### src/design/bru_pkg.sv
// ----------------------------------------------------------------------------
// bru_pkg
// Types and constants shared by the BMP row pixel unpacker modules.
// ----------------------------------------------------------------------------
package bru_pkg;

  // Width of the image dimension registers.
  localparam int DimW = 13;
  // Largest accepted image dimension; larger register values are clamped.
  localparam logic [DimW-1:0] MaxDim = 13'd4096;
  // Width of the byte position counter within a row.
  localparam int RowByteW = 15;
  // Width of the reported column and row fields.
  localparam int CoordW = 12;

  // Register indexes on the configuration port (byte address / 4).
  localparam logic [1:0] RegDepth  = 2'd0;
  localparam logic [1:0] RegWidth  = 2'd1;
  localparam logic [1:0] RegHeight = 2'd2;

  // Reset values of the configuration registers.
  localparam logic [2:0]      DepthReset  = 3'd2;
  localparam logic [DimW-1:0] WidthReset  = 13'd640;
  localparam logic [DimW-1:0] HeightReset = 13'd480;

  typedef enum logic [2:0] {
    DEPTH_1  = 3'd0,
    DEPTH_4  = 3'd1,
    DEPTH_8  = 3'd2,
    DEPTH_16 = 3'd3,
    DEPTH_24 = 3'd4,
    DEPTH_32 = 3'd5
  } depth_e;

  // Pixels from one data byte, waiting to be sent one per cycle unless stalled.
  typedef struct packed {
    logic [31:0]       word;      // assembled pixel, or the raw byte at 1/4/8 bpp
    depth_e            depth;
    logic [3:0]        count;     // number of pixels, 1 to 8
    logic [DimW-1:0]   col;       // column of the first pixel
    logic [CoordW-1:0] row;       // reported image row
    logic              last_row;  // byte belongs to the last file row
  } burst_t;

  // Undefined depth codes behave as 8 bits per pixel.
  function automatic depth_e to_depth(logic [2:0] code);
    depth_e d;
    unique case (code)
      3'd0:    d = DEPTH_1;
      3'd1:    d = DEPTH_4;
      3'd3:    d = DEPTH_16;
      3'd4:    d = DEPTH_24;
      3'd5:    d = DEPTH_32;
      default: d = DEPTH_8;
    endcase
    return d;
  endfunction

  // Clamp a dimension register into 1..MaxDim.
  function automatic logic [DimW-1:0] clamp_dim(logic [DimW-1:0] v);
    logic [DimW-1:0] r;
    if (v == '0) begin
      r = {{(DimW-1){1'b0}}, 1'b1};
    end else if (v > MaxDim) begin
      r = MaxDim;
    end else begin
      r = v;
    end
    return r;
  endfunction

endpackage

### src/design/bru_step.sv
// ----------------------------------------------------------------------------
// bru_step
// Row position tracking and per-byte pixel extraction for the unpacker.
// ----------------------------------------------------------------------------
module bru_step (
  input  logic                         clk_i,
  input  logic                         rst_ni,
  input  logic                         take_i,
  input  logic [7:0]                   data_byte_i,
  input  bru_pkg::depth_e              depth_i,
  input  logic [bru_pkg::DimW-1:0]     width_i,
  input  logic [bru_pkg::DimW-1:0]     height_i,
  output logic                         burst_valid_o,
  output bru_pkg::burst_t              burst_o
);

  logic [bru_pkg::RowByteW-1:0] rbc_q, rbc_d;
  logic [bru_pkg::DimW-1:0]     col_q, col_d;
  logic [bru_pkg::DimW-1:0]     frow_q, frow_d;
  logic [23:0]                  part_q, part_d;
  logic [1:0]                   bip_q, bip_d;

  logic [15:0]              w16;
  logic [15:0]              row_bytes;
  logic [15:0]              padded;
  logic [15:0]              rbc_inc;
  logic                     row_end;
  logic                     in_data;
  logic                     col_ok;
  logic [bru_pkg::DimW-1:0] room;
  logic [2:0]               nbytes;
  logic                     gather;
  logic [3:0]               count;
  logic [31:0]              word;
  logic [7:0]               b0, b1, b2;
  logic [bru_pkg::DimW:0]   frow_inc;

  assign w16 = {3'b000, width_i};

  always_comb begin
    unique case (depth_i)
      bru_pkg::DEPTH_1:  row_bytes = (w16 + 16'd7) >> 3;
      bru_pkg::DEPTH_4:  row_bytes = (w16 + 16'd1) >> 1;
      bru_pkg::DEPTH_16: row_bytes = w16 << 1;
      bru_pkg::DEPTH_24: row_bytes = (w16 << 1) + w16;
      bru_pkg::DEPTH_32: row_bytes = w16 << 2;
      default:           row_bytes = w16;
    endcase
  end

  assign padded  = (row_bytes + 16'd3) & ~16'd3;
  assign rbc_inc = {1'b0, rbc_q} + 16'd1;
  assign row_end = (rbc_inc >= padded);
  assign in_data = ({1'b0, rbc_q} < row_bytes);
  assign col_ok  = (col_q < width_i);
  assign room    = width_i - col_q;

  always_comb begin
    unique case (depth_i)
      bru_pkg::DEPTH_24: nbytes = 3'd3;
      bru_pkg::DEPTH_32: nbytes = 3'd4;
      default:           nbytes = 3'd2;
    endcase
  end

  assign gather = (({1'b0, bip_q} + 3'd1) < nbytes);
  assign b0 = part_q[7:0];
  assign b1 = part_q[15:8];
  assign b2 = part_q[23:16];

  // Pixel count and word for this byte, and the wide-pixel gather state.
  always_comb begin
    count  = 4'd0;
    word   = {24'd0, data_byte_i};
    part_d = part_q;
    bip_d  = bip_q;
    unique case (depth_i)
      bru_pkg::DEPTH_1: begin
        if (in_data && col_ok) begin
          count = (room >= 13'd8) ? 4'd8 : room[3:0];
        end
      end
      bru_pkg::DEPTH_4: begin
        if (in_data && col_ok) begin
          count = (room >= 13'd2) ? 4'd2 : room[3:0];
        end
      end
      bru_pkg::DEPTH_16, bru_pkg::DEPTH_24, bru_pkg::DEPTH_32: begin
        unique case (depth_i)
          bru_pkg::DEPTH_16: word = {16'd0, data_byte_i, b0};
          bru_pkg::DEPTH_24: word = {8'd0, data_byte_i, b0, b1};
          default:           word = {b1, b2, data_byte_i, b0};
        endcase
        if (in_data) begin
          if (gather) begin
            unique case (bip_q)
              2'd0:    part_d = part_q | {16'd0, data_byte_i};
              2'd1:    part_d = part_q | {8'd0, data_byte_i, 8'd0};
              2'd2:    part_d = part_q | {data_byte_i, 16'd0};
              default: part_d = part_q;
            endcase
            bip_d = bip_q + 2'd1;
          end else begin
            part_d = '0;
            bip_d  = '0;
            count  = col_ok ? 4'd1 : 4'd0;
          end
        end
      end
      default: begin
        if (in_data && col_ok) begin
          count = 4'd1;
        end
      end
    endcase
  end

  assign frow_inc = {1'b0, frow_q} + 1'b1;

  always_comb begin
    if (row_end) begin
      rbc_d  = '0;
      col_d  = '0;
      frow_d = (frow_inc >= {1'b0, height_i}) ? '0 : frow_inc[bru_pkg::DimW-1:0];
    end else begin
      rbc_d  = rbc_inc[bru_pkg::RowByteW-1:0];
      col_d  = col_q + {{(bru_pkg::DimW-4){1'b0}}, count};
      frow_d = frow_q;
    end
  end

  always_ff @(posedge clk_i or negedge rst_ni) begin
    if (!rst_ni) begin
      rbc_q  <= '0;
      col_q  <= '0;
      frow_q <= '0;
      part_q <= '0;
      bip_q  <= '0;
    end else if (take_i) begin
      rbc_q  <= rbc_d;
      col_q  <= col_d;
      frow_q <= frow_d;
      part_q <= row_end ? '0 : part_d;
      bip_q  <= row_end ? '0 : bip_d;
    end
  end

  logic [bru_pkg::DimW-1:0] img_row;
  assign img_row = (frow_q < height_i) ? (height_i - 13'd1 - frow_q) : '0;

  assign burst_valid_o     = take_i && (count != 4'd0);
  assign burst_o.word      = word;
  assign burst_o.depth     = depth_i;
  assign burst_o.count     = count;
  assign burst_o.col       = col_q;
  assign burst_o.row       = img_row[bru_pkg::CoordW-1:0];
  assign burst_o.last_row  = (frow_q == (height_i - 13'd1));

endmodule

### src/design/bru_emit.sv
// ----------------------------------------------------------------------------
// bru_emit
// Holds the pixels of one byte and sends them one per cycle through the
// output register while the output is not stalled.
// ----------------------------------------------------------------------------
module bru_emit (
  input  logic                           clk_i,
  input  logic                           rst_ni,
  input  logic                           burst_valid_i,
  input  bru_pkg::burst_t                burst_i,
  output logic                           free_o,
  input  logic [bru_pkg::DimW-1:0]       width_m1_i,
  output logic                           out_valid_o,
  input  logic                           out_ready_i,
  output logic [31:0]                    pixel_value_o,
  output logic [bru_pkg::CoordW-1:0]     column_o,
  output logic [bru_pkg::CoordW-1:0]     row_o,
  output logic                           last_of_run_o,
  output logic                           end_of_row_o,
  output logic                           end_of_image_o
);

  logic            bvalid_q, bvalid_d;
  bru_pkg::burst_t burst_q;
  logic [2:0]      k_q, k_d;

  logic                     out_load;
  logic                     burst_last;
  logic [31:0]              pix;
  logic [bru_pkg::DimW-1:0] col;
  logic                     eor;

  assign out_load   = bvalid_q && (!out_valid_o || out_ready_i);
  assign burst_last = ({1'b0, k_q} == (burst_q.count - 4'd1));
  assign free_o     = !bvalid_q || (out_load && burst_last);

  always_comb begin
    unique case (burst_q.depth)
      bru_pkg::DEPTH_1: pix = {31'd0, burst_q.word[~k_q]};
      bru_pkg::DEPTH_4: pix = (k_q == 3'd0) ? {28'd0, burst_q.word[7:4]}
                                            : {28'd0, burst_q.word[3:0]};
      default:          pix = burst_q.word;
    endcase
  end

  assign col = burst_q.col + {{(bru_pkg::DimW-3){1'b0}}, k_q};
  assign eor = (col == width_m1_i);

  always_comb begin
    bvalid_d = bvalid_q;
    k_d      = k_q;
    if (free_o) begin
      bvalid_d = burst_valid_i;
      k_d      = '0;
    end else if (out_load) begin
      k_d = k_q + 3'd1;
    end
  end

  always_ff @(posedge clk_i or negedge rst_ni) begin
    if (!rst_ni) begin
      bvalid_q    <= 1'b0;
      k_q         <= '0;
      out_valid_o <= 1'b0;
    end else begin
      bvalid_q <= bvalid_d;
      k_q      <= k_d;
      if (out_load) begin
        out_valid_o <= 1'b1;
      end else if (out_ready_i) begin
        out_valid_o <= 1'b0;
      end
    end
  end

  always_ff @(posedge clk_i) begin
    if (free_o && burst_valid_i) begin
      burst_q <= burst_i;
    end
    if (out_load) begin
      pixel_value_o  <= pix;
      column_o       <= col[bru_pkg::CoordW-1:0];
      row_o          <= burst_q.row;
      last_of_run_o  <= burst_last;
      end_of_row_o   <= eor;
      end_of_image_o <= eor && burst_q.last_row;
    end
  end

  // The pixel index never runs past the pixels the byte produced.
  a_index_in_range: assert property (@(posedge clk_i) disable iff (!rst_ni)
    bvalid_q |-> ({1'b0, k_q} < burst_q.count))
    else $error("pixel index beyond burst count");

  // A held burst with pixels still to send stays held.
  a_burst_kept: assert property (@(posedge clk_i) disable iff (!rst_ni)
    (out_load && !burst_last) |=> bvalid_q)
    else $error("burst dropped before its last pixel");

  // The last pixel of the image is always the last pixel of a row.
  a_eoi_eor: assert property (@(posedge clk_i) disable iff (!rst_ni)
    (out_valid_o && end_of_image_o) |-> end_of_row_o)
    else $error("end of image without end of row");

endmodule

### src/design/bmp_row_pixel_unpacker_core.sv
// ----------------------------------------------------------------------------
// bmp_row_pixel_unpacker_core
// Unpacks the pixel-data bytes of a BMP image into pixels with their
// column and bottom-up row, skipping row padding.
// ----------------------------------------------------------------------------
//
//  Channel   Direction  Handshake                 Payload
//  --------  ---------  ------------------------  -------------------------------
//  input     in         in_valid_i / in_ready_o   data_byte_i
//  output    out        out_valid_o / out_ready_i pixel_value_o, column_o, row_o,
//                                                 last_of_run_o, end_of_row_o,
//                                                 end_of_image_o
//  config    in         APB (psel..pready)        depth, width, height registers
//
// A taken byte's pixels wait in the pending pixel set, then go through
// the output register one per cycle while the output is not stalled. A
// byte gives one pixel at 8 bpp and wider, up to two at 4 bpp and up to
// eight at 1 bpp; the next byte is taken as its last pixel is loaded.
// Padding bytes and bytes that only gather part of a wide pixel give no
// pixel and do not hold up the next byte. Reset clears all counters and
// restores the register defaults (8 bpp, 640 x 480). A stalled output
// holds its pixel, and bytes are taken until the pending pixel set is full.
// ----------------------------------------------------------------------------
module bmp_row_pixel_unpacker_core (
  input  logic                           clk_i,
  input  logic                           rst_ni,
  // Byte input
  input  logic                           in_valid_i,
  output logic                           in_ready_o,
  input  logic [7:0]                     data_byte_i,
  // Pixel output
  output logic                           out_valid_o,
  input  logic                           out_ready_i,
  output logic [31:0]                    pixel_value_o,
  output logic [bru_pkg::CoordW-1:0]     column_o,
  output logic [bru_pkg::CoordW-1:0]     row_o,
  output logic                           last_of_run_o,
  output logic                           end_of_row_o,
  output logic                           end_of_image_o,
  // Configuration port
  input  logic                           psel,
  input  logic                           penable,
  input  logic                           pwrite,
  input  logic [3:0]                     paddr,
  input  logic [31:0]                    pwdata,
  output logic [31:0]                    prdata,
  output logic                           pready
);

  // Configuration registers, as written.
  logic [2:0]               depth_q;
  logic [bru_pkg::DimW-1:0] width_q;
  logic [bru_pkg::DimW-1:0] height_q;

  logic       cfg_write;
  logic [1:0] reg_idx;

  assign pready    = 1'b1;
  assign reg_idx   = paddr[3:2];
  assign cfg_write = psel && penable && pwrite && pready;

  always_ff @(posedge clk_i or negedge rst_ni) begin
    if (!rst_ni) begin
      depth_q  <= bru_pkg::DepthReset;
      width_q  <= bru_pkg::WidthReset;
      height_q <= bru_pkg::HeightReset;
    end else if (cfg_write) begin
      unique case (reg_idx)
        bru_pkg::RegDepth:  depth_q  <= pwdata[2:0];
        bru_pkg::RegWidth:  width_q  <= pwdata[bru_pkg::DimW-1:0];
        bru_pkg::RegHeight: height_q <= pwdata[bru_pkg::DimW-1:0];
        default: ;
      endcase
    end
  end

  // Reads return the registers as they were written, before any clamping.
  always_comb begin
    unique case (reg_idx)
      bru_pkg::RegDepth:  prdata = {29'd0, depth_q};
      bru_pkg::RegWidth:  prdata = {19'd0, width_q};
      bru_pkg::RegHeight: prdata = {19'd0, height_q};
      default:            prdata = '0;
    endcase
  end

  // Effective settings: undefined depths act as 8 bpp and the dimensions
  // are clamped to 1..MaxDim.
  bru_pkg::depth_e          depth;
  logic [bru_pkg::DimW-1:0] width;
  logic [bru_pkg::DimW-1:0] height;
  logic [bru_pkg::DimW-1:0] width_m1;

  assign depth    = bru_pkg::to_depth(depth_q);
  assign width    = bru_pkg::clamp_dim(width_q);
  assign height   = bru_pkg::clamp_dim(height_q);
  assign width_m1 = width - 13'd1;

  // A byte transfer happens when the pending pixel set can take new work.
  logic            take;
  logic            burst_valid;
  logic            emit_free;
  bru_pkg::burst_t burst;

  assign in_ready_o = emit_free;
  assign take       = in_valid_i && in_ready_o;

  // Row bookkeeping and extraction of the pixels of each byte.
  bru_step u_step (
    .clk_i         (clk_i),
    .rst_ni        (rst_ni),
    .take_i        (take),
    .data_byte_i   (data_byte_i),
    .depth_i       (depth),
    .width_i       (width),
    .height_i      (height),
    .burst_valid_o (burst_valid),
    .burst_o       (burst)
  );

  // Holds one byte's pixels and sends them one per output transfer.
  bru_emit u_emit (
    .clk_i          (clk_i),
    .rst_ni         (rst_ni),
    .burst_valid_i  (burst_valid),
    .burst_i        (burst),
    .free_o         (emit_free),
    .width_m1_i     (width_m1),
    .out_valid_o    (out_valid_o),
    .out_ready_i    (out_ready_i),
    .pixel_value_o  (pixel_value_o),
    .column_o       (column_o),
    .row_o          (row_o),
    .last_of_run_o  (last_of_run_o),
    .end_of_row_o   (end_of_row_o),
    .end_of_image_o (end_of_image_o)
  );

endmodule

### config.mk
export PLATFORM = sky130hd
export DESIGN_NAME = bmp_row_pixel_unpacker_core
export DESIGN_NICKNAME = d
export VERILOG_FILES = /design/src/design/bru_pkg.sv /design/src/design/bru_step.sv /design/src/design/bru_emit.sv /design/src/design/bmp_row_pixel_unpacker_core.sv
export SDC_FILE = /design/constraint.sdc
export NUM_CORES = 1
export LEC_CHECK = 0
export BUFFER_PORTS_ARGS = -buffer_cell sky130_fd_sc_hd__buf_2
export CORE_UTILIZATION = 30
export CTS_BUF_LIST = sky130_fd_sc_hd__clkbuf_8 sky130_fd_sc_hd__clkbuf_16
export CTS_CLUSTER_SIZE = 14
export DETAILED_ROUTE_END_ITERATION = 16
export GPL_TIMING_DRIVEN = 0
export PLACE_DENSITY = 0.47
export SLEW_MARGIN = 30
export SYNTH_ARGS = -nofsm -noshare
export SYNTH_HDL_FRONTEND = slang
export SYNTH_HIERARCHICAL = 1
export SYNTH_SLANG_ARGS = --single-unit
export TNS_END_PERCENT = 20
### constraint.sdc
create_clock -name clk_i -period 7.47 [get_ports clk_i]
set_clock_uncertainty 0.15 [all_clocks]
set_input_delay 1.494 -clock clk_i [delete_from_list [all_inputs] [get_ports clk_i]]
set_output_delay 1.494 -clock clk_i [all_outputs]
set_load 0.02 [all_outputs]
==> impl_metrics.csv, run 1 <==
group,metric,value,unit
yosys,synth_area_leaders,"edfxtp_1 24%, dfrtp_1 15%, ha_1 9.2%, xnor2_1 4.0%, a21oi_1 2.8%",
clocking,cts_buffers,26,
global_routing,grt_util_met1,23.3,%
worst_setup_path,worstReg2RegEnd,"u_step/col_q[11]$_DFFE_PN0P_",
yosys,synth_xor_area_share,6.68,%
drt,drt_first_pass_iters,5,
min_path,min_to,"u_emit/row_o[1]$_DFFE_PP_",
worst_setup_path,slowest_stage,"nor2b_1",
status,status,"finished, final reports clean",
worst_setup_path,cp_max_fo,10,
yosys,synth.largest_area_cell,"edfxtp_1",
placement,gp_congestion,0.904,
layout,post_route_cells_drive_above_1_share,16.8,%
clocking,clk-insertion-delay-late,0.55,ns
pwr,p_leak,7.58,nW
clocking,clockBufferDepth,3,
sta,drv_slew,0,
drt,vias,12800,
worst_setup_path,crit_required,7.74,ns
floorplanning,initial_core_util,30.6,%
min_path,hold_depth,0,
yosys,ys_seq_area_share,39.6,%
layout,layout_commonest_cell,"edfxtp_1",
sta,max_freq,141,MHz
clocking,root_buffer,"clkbuf_16",
yosys,yosysWarnings,6,
yosys,synth_area_per_cell,9.64,µm²
job,cap_violations,0,
clocking,htree_levels,1,
global_routing,busiest_layer,"met2",
floorplanning,die_h,232,µm
layout,syn2layout_area_growth,16.3,%
drt,drc,0,
yosys,async_reset_ff_share,44.9,%
layout,final_cell_mix,"124 x edfxtp_1, 115 x ha_1, 111 x buf_2, 106 x nor2_1, 105 x inv_1",
placement,port_buffers,102,
sta,tightest_slew,1.02,ns
yosys,synthAdderAreaFrac,9.81,%
min_path,hp-class,"register to register",
global_routing,overflow,0,
global_routing,grt_usage,16.5,%
placement,dp_hpwl,34200,µm
clocking,cts.sinks,225,
clocking,clk_pin_slew,0.06,ns
global_routing,first_global_vias,12300,
sta,setup_violations,0,
layout,fin_area,18400,µm²
yosys,synth_top_flop_cell,"edfxtp_1",
sta,period_needed,7.08,ns
sta,hold_violations,0,
drt,totalWireLength,44200,µm
yosys,synthCells,1640,
sta,max_slew_margin,32.0,%
yosys,synth_top_cell_area_share,23.6,%
layout,final_cell_count_no_fill,2495,
global_routing,met3_usage,1.53,%
yosys,synth_top_family_by_area,"simple AND/OR/NAND/NOR gates",
worst_setup_path,critical_path.max_stage_delay,0.82,ns
sta,rsz0062_at_grt,"false",
drt,drt-initial-drc-count,881,
layout,fillers,5261,
yosys,synth_edf_count,124,
floorplanning,die_area,53600,µm²
sta,timing.final.crit_share,94.7,%
worst_setup_path,cp_common_cell,"a21o_1",
yosys,ys_types,98,
yosys,yosys.area_share.simple,18.2,%
worst_setup_path,r2r-start,"width_q[12]$_DFFE_PN0P_",
yosys,synthMuxAreaShare,3.64,%
worst_setup_path,crit_family,"compound AO/OA/AOI/OAI gates",
clocking,cts_tree,"done",
worst_setup_path,arrival,7.34,ns
pwr,power_density,361,nW/µm²
yosys,synth-seq-cells,225,
worst_setup_path,r2r_slack,0.39,ns
worst_setup_path,start_kind,"register",
worst_setup_path,r2r_cells,26,
drt,ant_nets,0,
floorplanning,dieWidth,232,µm
drt,routed_wire_length_per_instance,17.7,µm
floorplanning,coreArea,51700,µm²
global_routing,met2_usage,26.8,%
floorplanning,num_rows,83,
sta,finalSetupTns,0,ns
placement,dp_cells,2444,
yosys,synth_compound_area_share,16.4,%
min_path,hold_start,"u_emit/burst_q[2]$_DFFE_PP_",
global_routing,antenna_found_initial,1,
worst_setup_path,end_kind,"register",
placement,dpl-instance-area,17400,µm²
worst_setup_path,cp_num_buf_inv,2,
layout,nets,1968,
layout,antenna_cells,0,
global_routing,grt_start_max_net_pins,76,
yosys,synth_area,15800,µm²
drt,viasPerCell,5.12,
pwr,ir_worst_vdd,0.153,mV
floorplanning,io_pins,145,
worst_setup_path,critical_path_class,"register to register",
global_routing,grt_pass1_wl,70400,µm
-- power by group --
part,total (W),switching [W],internal [W]
Sequential,0.00194,0.000232,0.00171
Combinational,0.00346,0.00213,0.00134
Clock,0.00124,0.000510,0.000729
-- through the flow --
stage	setup WS, ns	utilization [%]	hold WS (ns)	power [W]
5_1_grt	0.0101	35.5	0.271	0.00716
3_3_place_gp	-1.57	33.3	0.251	0.00530
2_1_floorplan	0.577	-	0.250	0.00437
4_1_cts	0.0353	35.4	0.267	0.00667
6_report	0.395	35.5	0.262	0.00664
3_5_place_dp	-1.01	33.6	0.255	0.00537
-- synthesized netlist by cell type, types with 10 or more instances --
cell / n
and3_1: 12
nand3_1: 75
a21o_1: 27
nand2_1: 105
inv_1: 100
a21oi_1: 87
clkbuf_1: 44
mux2_2: 32
a31oi_1: 19
buf_4: 27
o21ai_0: 82
xnor2_1: 72
xor2_1: 46
buf_2: 11
a22o_1: 23
nor3_1: 43
mux2i_1: 17
a211oi_1: 10
dfrtp_1: 94
and2_1: 32
o21a_1: 21
nand2b_1: 17
ha_1: 116
nor2b_1: 53
nor2_1: 107
a32oi_1: 16
edfxtp_1: 124
o31ai_1: 13
nor4_1: 12
nand4_1: 21
-- per-layer routing --
metal / routed length (µm) / vias to the layer above
met5: 0 / -
met4: 901 / 0
met3: 1770 / 52
met2: 20300 / 289
met1: 21200 / 6186
li1: - / 6257
-- state kept, by name, indices dropped and copies added, names as in the netlist, 2 cells and up --
name	flops
u_step/rbc_q	15
u_step/col_q	13
u_emit/column_o	12
width_q	13
u_emit/pixel_value_o	32
u_emit/row_o	12
u_step/bip_q	2
u_step/part_q	24
depth_q	3
u_emit/burst_q	65
u_step/frow_q	13
height_q	13
u_emit/k_q	3
-- area by class of cell --
type / count / area [µm²] / share of cell area (%)
Buffer: 92 / 504 / 2.74
Inverter: 102 / 385 / 2.10
Multi-Input combinational cell: 1239 / 8890 / 48.4
Sequential cell: 225 / 6260 / 34.1
Clock buffer: 28 / 689 / 3.75
Timing Repair Buffer: 110 / 661 / 3.59
Clock inverter: 19 / 139 / 0.755
Tap cell: 680 / 851 / 4.63
-- how the worst max path moves through the flow --
| stage | from | endpoint | slack, ns | cells past startpoint |
|---|---|---|---|---|
| 5_1_grt | width_q[12]$_DFFE_PN0P_ | u_step/col_q[11]$_DFFE_PN0P_ | 0.01 | 28 |
| 6_report | width_q[12]$_DFFE_PN0P_ | u_step/col_q[11]$_DFFE_PN0P_ | 0.39 | 26 |
| 4_1_cts | width_q[2]$_DFFE_PN0P_ | u_step/col_q[11]$_DFFE_PN0P_ | 0.04 | 27 |
| 3_5_place_dp | width_q[12]$_DFFE_PN0P_ | u_step/col_q[12]$_DFFE_PN0P_ | -1.01 | 25 |
| 3_3_place_gp | width_q[2]$_DFFE_PN0P_ | u_emit/burst_q[50]$_DFFE_PP_ | -1.57 | 21 |
| 2_1_floorplan | width_q[2]$_DFFE_PN0P_ | u_emit/burst_q[0]$_DFFE_PP_ | 0.58 | 21 |
-- timing repair --
| action | 4_1_cts | 5_1_grt |
|---|---|---|
| buffers inserted | 3 | 1 |
| endpoints found under the setup margin | 81 | 34 |
| pin swaps | 1 | 1 |
| hold buffers | 0 | 0 |
| gates resized for setup | 16 | 17 |
| endpoints found under the hold margin | 0 | 0 |
-- cell families (layout without fill, tap and decap cells) --
logic type	after synthesis	after routing
adders and majority gates	121	121
muxes	51	51
DFF	225	225
buffers and inverters	194	351
xor gates and xnor gates	119	119
other	2	20
AOI/OAI and AO/OA	385	385
and+or+nand+nor	543	543
(Power assumes the default switching activity.)
==> inputs of run 2 (changes only) <==
CELL_PAD_IN_SITES_DETAIL_PLACEMENT = 1   (was unset)
CELL_PAD_IN_SITES_GLOBAL_PLACEMENT = 2   (was unset)
PLACE_DENSITY = 0.66   (was 0.47)
==> run 2 against run 1 <==
  * First-iteration DRC count decreased by 34%
  * Worst hold slack improved by 0.0055 ns
  * Register-to-register slack improved by 0.03 ns
  * Maximum frequency is 0.40% higher
  * Worst setup slack better by 0.028 ns
  * Core utilization increased by 0.23 points
  * Non-clock buffer count is 6 higher
  * Highest routed layer unchanged
  * Clock-buffer cell count is the same
  * Global-route usage up 2.0 points
  * Via count up 0.79%
  * Largest power group unchanged
==> impl_metrics.csv, run 2 (synthesis gave the netlist of run 1 again) <==
group,metric,value,unit
status,status,"finished, final reports clean",
global_routing,grt_util_met1,25.3,%
drt,drc,0,
global_routing,met3_usage,1.75,%
drt,totalWireLength,49200,µm
floorplanning,coreArea,51700,µm²
min_path,min_to,"u_emit/row_o[1]$_DFFE_PP_",
drt,ant_nets,0,
floorplanning,initial_core_util,30.6,%
drt,viasPerCell,5.15,
worst_setup_path,arrival,7.31,ns
sta,worst_slack,0.422,ns
layout,syn2layout_area_growth,17.0,%
global_routing,antenna_found_initial,0,
floorplanning,die_area,53600,µm²
layout,layout_commonest_cell,"edfxtp_1",
clocking,cts_buffers,27,
floorplanning,die_h,232,µm
worst_setup_path,cp_max_fo,10,
global_routing,met2_usage,31.0,%
sta,hold_violations,0,
clocking,clockBufferDepth,3,
placement,gp_congestion,0.805,
layout,multi_input_area,8980,µm²
global_routing,busiest_layer,"met2",
drt,vias,12900,
placement,dp_hpwl,38300,µm
global_routing,grt_usage,18.4,%
clocking,cts_tree,"done",
worst_setup_path,start_kind,"register",
clocking,cts.sinks,225,
placement,post-place-ws,-1.25,ns
sta,max_freq,142,MHz
drt,drt_first_pass_iters,5,
worst_setup_path,critical_path_class,"register to register",
global_routing,grt_pass1_wl,78000,µm
min_path,hold_start,"u_emit/burst_q[2]$_DFFE_PP_",
worst_setup_path,crit_family,"compound AO/OA/AOI/OAI gates",
min_path,hp-class,"register to register",
worst_setup_path,r2r-start,"width_q[12]$_DFFE_PN0P_",
sta,tightest_slew,0.920,ns
clocking,clk-insertion-delay-late,0.55,ns
clocking,htree_levels,1,
pwr,power.total,0.00676,W
worst_setup_path,critical_path.max_stage_delay,0.62,ns
global_routing,grt_start_max_net_pins,65,
drt,drt-initial-drc-count,579,
worst_setup_path,r2r_slack,0.42,ns
layout,largest_register_ff_count,65,
layout,nets,1975,
layout,utilization,35.8,%
floorplanning,io_pins,145,
worst_setup_path,cp_num_buf_inv,3,
sta,whs,0.268,ns
pwr,ir_worst_vdd,0.135,mV
global_routing,first_global_vias,13400,
layout,antenna_cells,0,
min_path,hold_depth,0,
job,cap_violations,0,
clocking,root_buffer,"clkbuf_16",
layout,regArea,6260,µm²
sta,finalSetupTns,0,ns
worst_setup_path,r2r_cells,27,
floorplanning,num_rows,83,
worst_setup_path,crit_required,7.73,ns
global_routing,overflow,0,
placement,port_buffers,102,
pwr,p_leak,7.61,nW
sta,max_slew_margin,38.2,%
layout,final_cell_mix,"124 x edfxtp_1, 115 x ha_1, 113 x buf_2, 106 x nor2_1, 104 x nand2_1",
worst_setup_path,slowest_stage,"nor2b_2",
worst_setup_path,worstReg2RegEnd,"u_step/col_q[11]$_DFFE_PN0P_",
sta,timing.final.crit_share,94.3,%
sta,drv_slew,0,
layout,reg_top3,"u_emit/burst_q x65, u_emit/pixel_value_o x32, u_step/part_q x24",
layout,fillers,5959,
layout,post_route_cells_drive_above_1_share,18.2,%
drt,routed_wire_length_per_instance,19.6,µm
floorplanning,dieWidth,232,µm
worst_setup_path,end_kind,"register",
clocking,clk_pin_slew,0.06,ns
layout,largest_register,"u_emit/burst_q",
pwr,power_density,365,nW/µm²
sta,period_needed,7.05,ns
sta,setup_violations,0,
run 2: layout make-up:
| class | instances | share of cell area (%) |
|---|---|---|
| multi-input cells | 1239 | 48.5 |
| flip-flops and latches | 225 | 33.8 |
| well taps | 680 | 4.60 |
| repair buffers | 116 | 3.77 |
| clock buffers | 28 | 3.73 |
| plain buffers | 92 | 2.73 |
| inverters | 102 | 2.10 |
| clock inverters | 21 | 0.710 |
run 2: where the power goes:
| part | switching (W) | internal, W | leakage, nW | total (W) |
|---|---|---|---|---|
| logic | 0.00221 | 0.00135 | 4.74 | 0.00357 |
| clock network | 0.000535 | 0.000700 | 0.424 | 0.00123 |
| registers | 0.000247 | 0.00171 | 2.45 | 0.00196 |
| total | 0.00300 | 0.00376 | 7.61 | 0.00676 |
run 2: worst max-delay path by stage:
stage / startpoint / endpoint / slack [ns] / cells after the start
6_report: width_q[12]$_DFFE_PN0P_ / u_step/col_q[11]$_DFFE_PN0P_ / 0.42 / 27
3_3_place_gp: width_q[2]$_DFFE_PN0P_ / u_emit/burst_q[49]$_DFFE_PP_ / -1.99 / 21
4_1_cts: width_q[2]$_DFFE_PN0P_ / u_step/col_q[9]$_DFFE_PN0P_ / 0.03 / 28
2_1_floorplan: width_q[2]$_DFFE_PN0P_ / u_emit/burst_q[0]$_DFFE_PP_ / 0.58 / 21
5_1_grt: width_q[3]$_DFFE_PN0P_ / u_step/part_q[14]$_DFFE_PN0P_ / -0.01 / 26
3_5_place_dp: width_q[2]$_DFFE_PN0P_ / u_step/col_q[10]$_DFFE_PN0P_ / -1.25 / 26
run 2: per-layer routing:
| metal | vias up | part of all wire [%] |
|---|---|---|
| met2 | 170 | 47 |
| met1 | 6393 | 48 |
| li1 | 6261 | - |
| met4 | 0 | 2.0 |
| met3 | 61 | 2.5 |
| met5 | - | 0 |
run 2: repair_timing:
item | CTS | global route
hold buffers | 0 | 0
pin swaps | 2 | 4
resized for setup | 22 | 25
buffers inserted | 4 | 6
endpoints found under the setup margin | 125 | 61
run 2: through the flow:
step           cells  instance area [µm²]
3_3_place_gp    2440                17200
6_report        2503                18500
3_5_place_dp    2444                17400
4_1_cts         2497                18300
2_1_floorplan   1658                15900
5_1_grt         2503                18500
==> inputs of run 3 (changes only) <==
CELL_PAD_IN_SITES_GLOBAL_PLACEMENT = 1   (was 2)
PLACE_DENSITY = 0.57   (was 0.66)
SETUP_SLACK_MARGIN = 0.05   (was unset)
==> run 3 against run 2 <==
  * Critical path depth shrank 3
  * Sequential share of layout area barely moved
  * Combinational power about the same
  * Routed wire length decreased by 1.4%
  * Worst setup slack got worse by 0.031 ns
  * Power grew 1.2%
  * Largest cell class unchanged
  * Largest power group unchanged
==> impl_metrics.csv, run 3 (synthesis gave the netlist of run 1 again) <==
group,metric,value,unit
floorplanning,die_area,53600,µm²
worst_setup_path,r2r-start,"width_q[2]$_DFFE_PN0P_",
layout,nets,1973,
floorplanning,die_h,232,µm
clocking,cts_buffers,26,
worst_setup_path,slowest_stage,"or4_4",
floorplanning,num_rows,83,
sta,tightest_slew,0.974,ns
global_routing,grt_usage,18.2,%
job,cap_violations,0,
sta,drv_slew,0,
layout,fin_area,18500,µm²
layout,utilization,35.8,%
layout,reg_top3,"u_emit/burst_q x65, u_emit/pixel_value_o x32, u_step/part_q x24",
sta,max_freq,141,MHz
worst_setup_path,crit_required,7.77,ns
global_routing,antenna_found_initial,1,
pwr,power_density,369,nW/µm²
placement,port_buffers,102,
global_routing,overflow,0,
clocking,cts.sinks,225,
worst_setup_path,r2r_slack,0.39,ns
worst_setup_path,crit_family,"simple AND/OR/NAND/NOR gates",
clocking,clk-insertion-delay-late,0.55,ns
worst_setup_path,cp_num_buf_inv,4,
clocking,root_buffer,"clkbuf_16",
worst_setup_path,worstReg2RegEnd,"u_step/part_q[12]$_DFFE_PN0P_",
sta,max_slew_margin,34.5,%
drt,drt_first_pass_iters,5,
drt,vias,13000,
drt,drt-initial-drc-count,609,
min_path,min_to,"u_emit/row_o[4]$_DFFE_PP_",
worst_setup_path,cp_max_fo,10,
pwr,ir_worst_vdd,0.143,mV
layout,antenna_cells,0,
clocking,clockBufferDepth,3,
floorplanning,io_pins,145,
sta,finalSetupTns,0,ns
drt,ant_nets,0,
min_path,hp-class,"register to register",
placement,gp_congestion,0.855,
sta,period_needed,7.08,ns
global_routing,grt_pass1_wl,77500,µm
worst_setup_path,critical_path_class,"register to register",
drt,routed_wire_length_per_instance,19.4,µm
min_path,hold_depth,0,
layout,syn2layout_area_growth,17.1,%
pwr,power.total,0.00684,W
worst_setup_path,crit_chain,"or4_4 -> nor4b_4 -> nor2_2 -> nor2_4 -> clkbuf_4 -> inv_1 -> ha_1 -> nor2b_2 -> o21ai_1 -> xor2_1 -> o221a_2 -> nor4_4 -> nand4b_1 -> or4_1 -> or4_1 -> ha_1 -> a211o_1 -> a211oi_2 -> o21a_1 -> nor3_4 -> a31o_2 -> clkbuf_1 -> clkbuf_2 -> a32oi_1",
worst_setup_path,end_kind,"register",
clocking,clk_pin_slew,0.06,ns
layout,largest_register_ff_count,65,
floorplanning,dieWidth,232,µm
status,status,"finished, final reports clean",
layout,final_cell_mix,"124 x edfxtp_1, 115 x ha_1, 112 x buf_2, 106 x nor2_1, 104 x nand2_1",
sta,timing.final.crit_share,94.8,%
sta,hold_violations,0,
clocking,cts_tree,"done",
sta,setup_violations,0,
placement,dpl-instance-area,17400,µm²
floorplanning,coreArea,51700,µm²
clocking,htree_levels,1,
worst_setup_path,critical_path.max_stage_delay,0.61,ns
placement,dp_hpwl,37800,µm
global_routing,grt_start_max_net_pins,73,
layout,layout_commonest_cell,"edfxtp_1",
pwr,p_leak,7.63,nW
floorplanning,initial_core_util,30.6,%
sta,rsz0062_at_grt,"false",
layout,largest_register,"u_emit/burst_q",
worst_setup_path,start_kind,"register",
drt,viasPerCell,5.20,
worst_setup_path,r2r_cells,24,
drt,totalWireLength,48500,µm
min_path,hold_start,"u_emit/burst_q[5]$_DFFE_PP_",
layout,post_route_cells_drive_above_1_share,17.7,%
worst_setup_path,arrival,7.38,ns
drt,drc,0,
global_routing,first_global_vias,13600,
[run 3: worst max path at each step]
stage,start,to,depth (start not counted)
global placement,width_q[2]$_DFFE_PN0P_,u_emit/burst_q[49]$_DFFE_PP_,21
finish,width_q[2]$_DFFE_PN0P_,u_step/part_q[12]$_DFFE_PN0P_,24
global route,width_q[2]$_DFFE_PN0P_,u_step/part_q[14]$_DFFE_PN0P_,24
floorplan,width_q[2]$_DFFE_PN0P_,u_emit/burst_q[0]$_DFFE_PP_,21
detailed placement,width_q[12]$_DFFE_PN0P_,u_step/col_q[12]$_DFFE_PN0P_,26
CTS,width_q[2]$_DFFE_PN0P_,u_step/col_q[11]$_DFFE_PN0P_,29
[run 3: metal layers]
layer  global-route usage [%]  part of all wire [%]
met1                     24.5                    47
met2                     31.0                    48
met3                     1.88                   3.1
met4                     4.40                   2.0
met5                        0                     0
[run 3: metrics by stage]
stage | std cells | worst slack [ns] | hold slack [ns]
CTS | 2494 | 0.0926 | 0.271
global placement | 2440 | -1.75 | 0.254
detailed placement | 2444 | -1.36 | 0.257
global route | 2501 | 0.0445 | 0.273
finish | 2501 | 0.391 | 0.268
floorplan | 1658 | 0.577 | 0.250
[run 3: worst register-to-register path: stages (launching register included)]
cell	delay [ns]
dfrtp_1	0.48
or4_4	0.62
nor4b_4	0.41
nor2_2	0.10
nor2_4	0.19
clkbuf_4	0.25
inv_1	0.08
ha_1	0.21
nor2b_2	0.23
o21ai_1	0.18
xor2_1	0.19
o221a_2	0.32
nor4_4	0.40
nand4b_1	0.16
or4_1	0.43
or4_1	0.45
ha_1	0.22
a211o_1	0.31
a211oi_2	0.30
o21a_1	0.26
nor3_4	0.10
a31o_2	0.24
clkbuf_1	0.22
clkbuf_2	0.27
a32oi_1	0.23
[run 3: timing repair]
item | 4_1_cts | 5_1_grt
buffers inserted | 2 | 7
resized for setup | 19 | 23
hold buffers | 0 | 0
setup endpoints to repair | 132 | 40
pin swaps | 2 | 1
[run 3: area by class of cell]
| cell class | count | area (µm²) |
|---|---|---|
| buffer | 92 | 505 |
| clock buffer | 27 | 676 |
| clock inverter | 21 | 204 |
| fill | 5863 | 33200 |
| inverter | 102 | 389 |
| multi-input combinational | 1239 | 8930 |
| sequential | 225 | 6260 |
| tap | 680 | 851 |
| timing repair buffer | 115 | 698 |
[run 3: where the power goes]
part | leakage, nW | internal [W] | switching, W
clock network | 0.447 | 0.000791 | 0.000528
logic | 4.74 | 0.00136 | 0.00220
registers | 2.45 | 0.00171 | 0.000241
total | 7.63 | 0.00387 | 0.00297
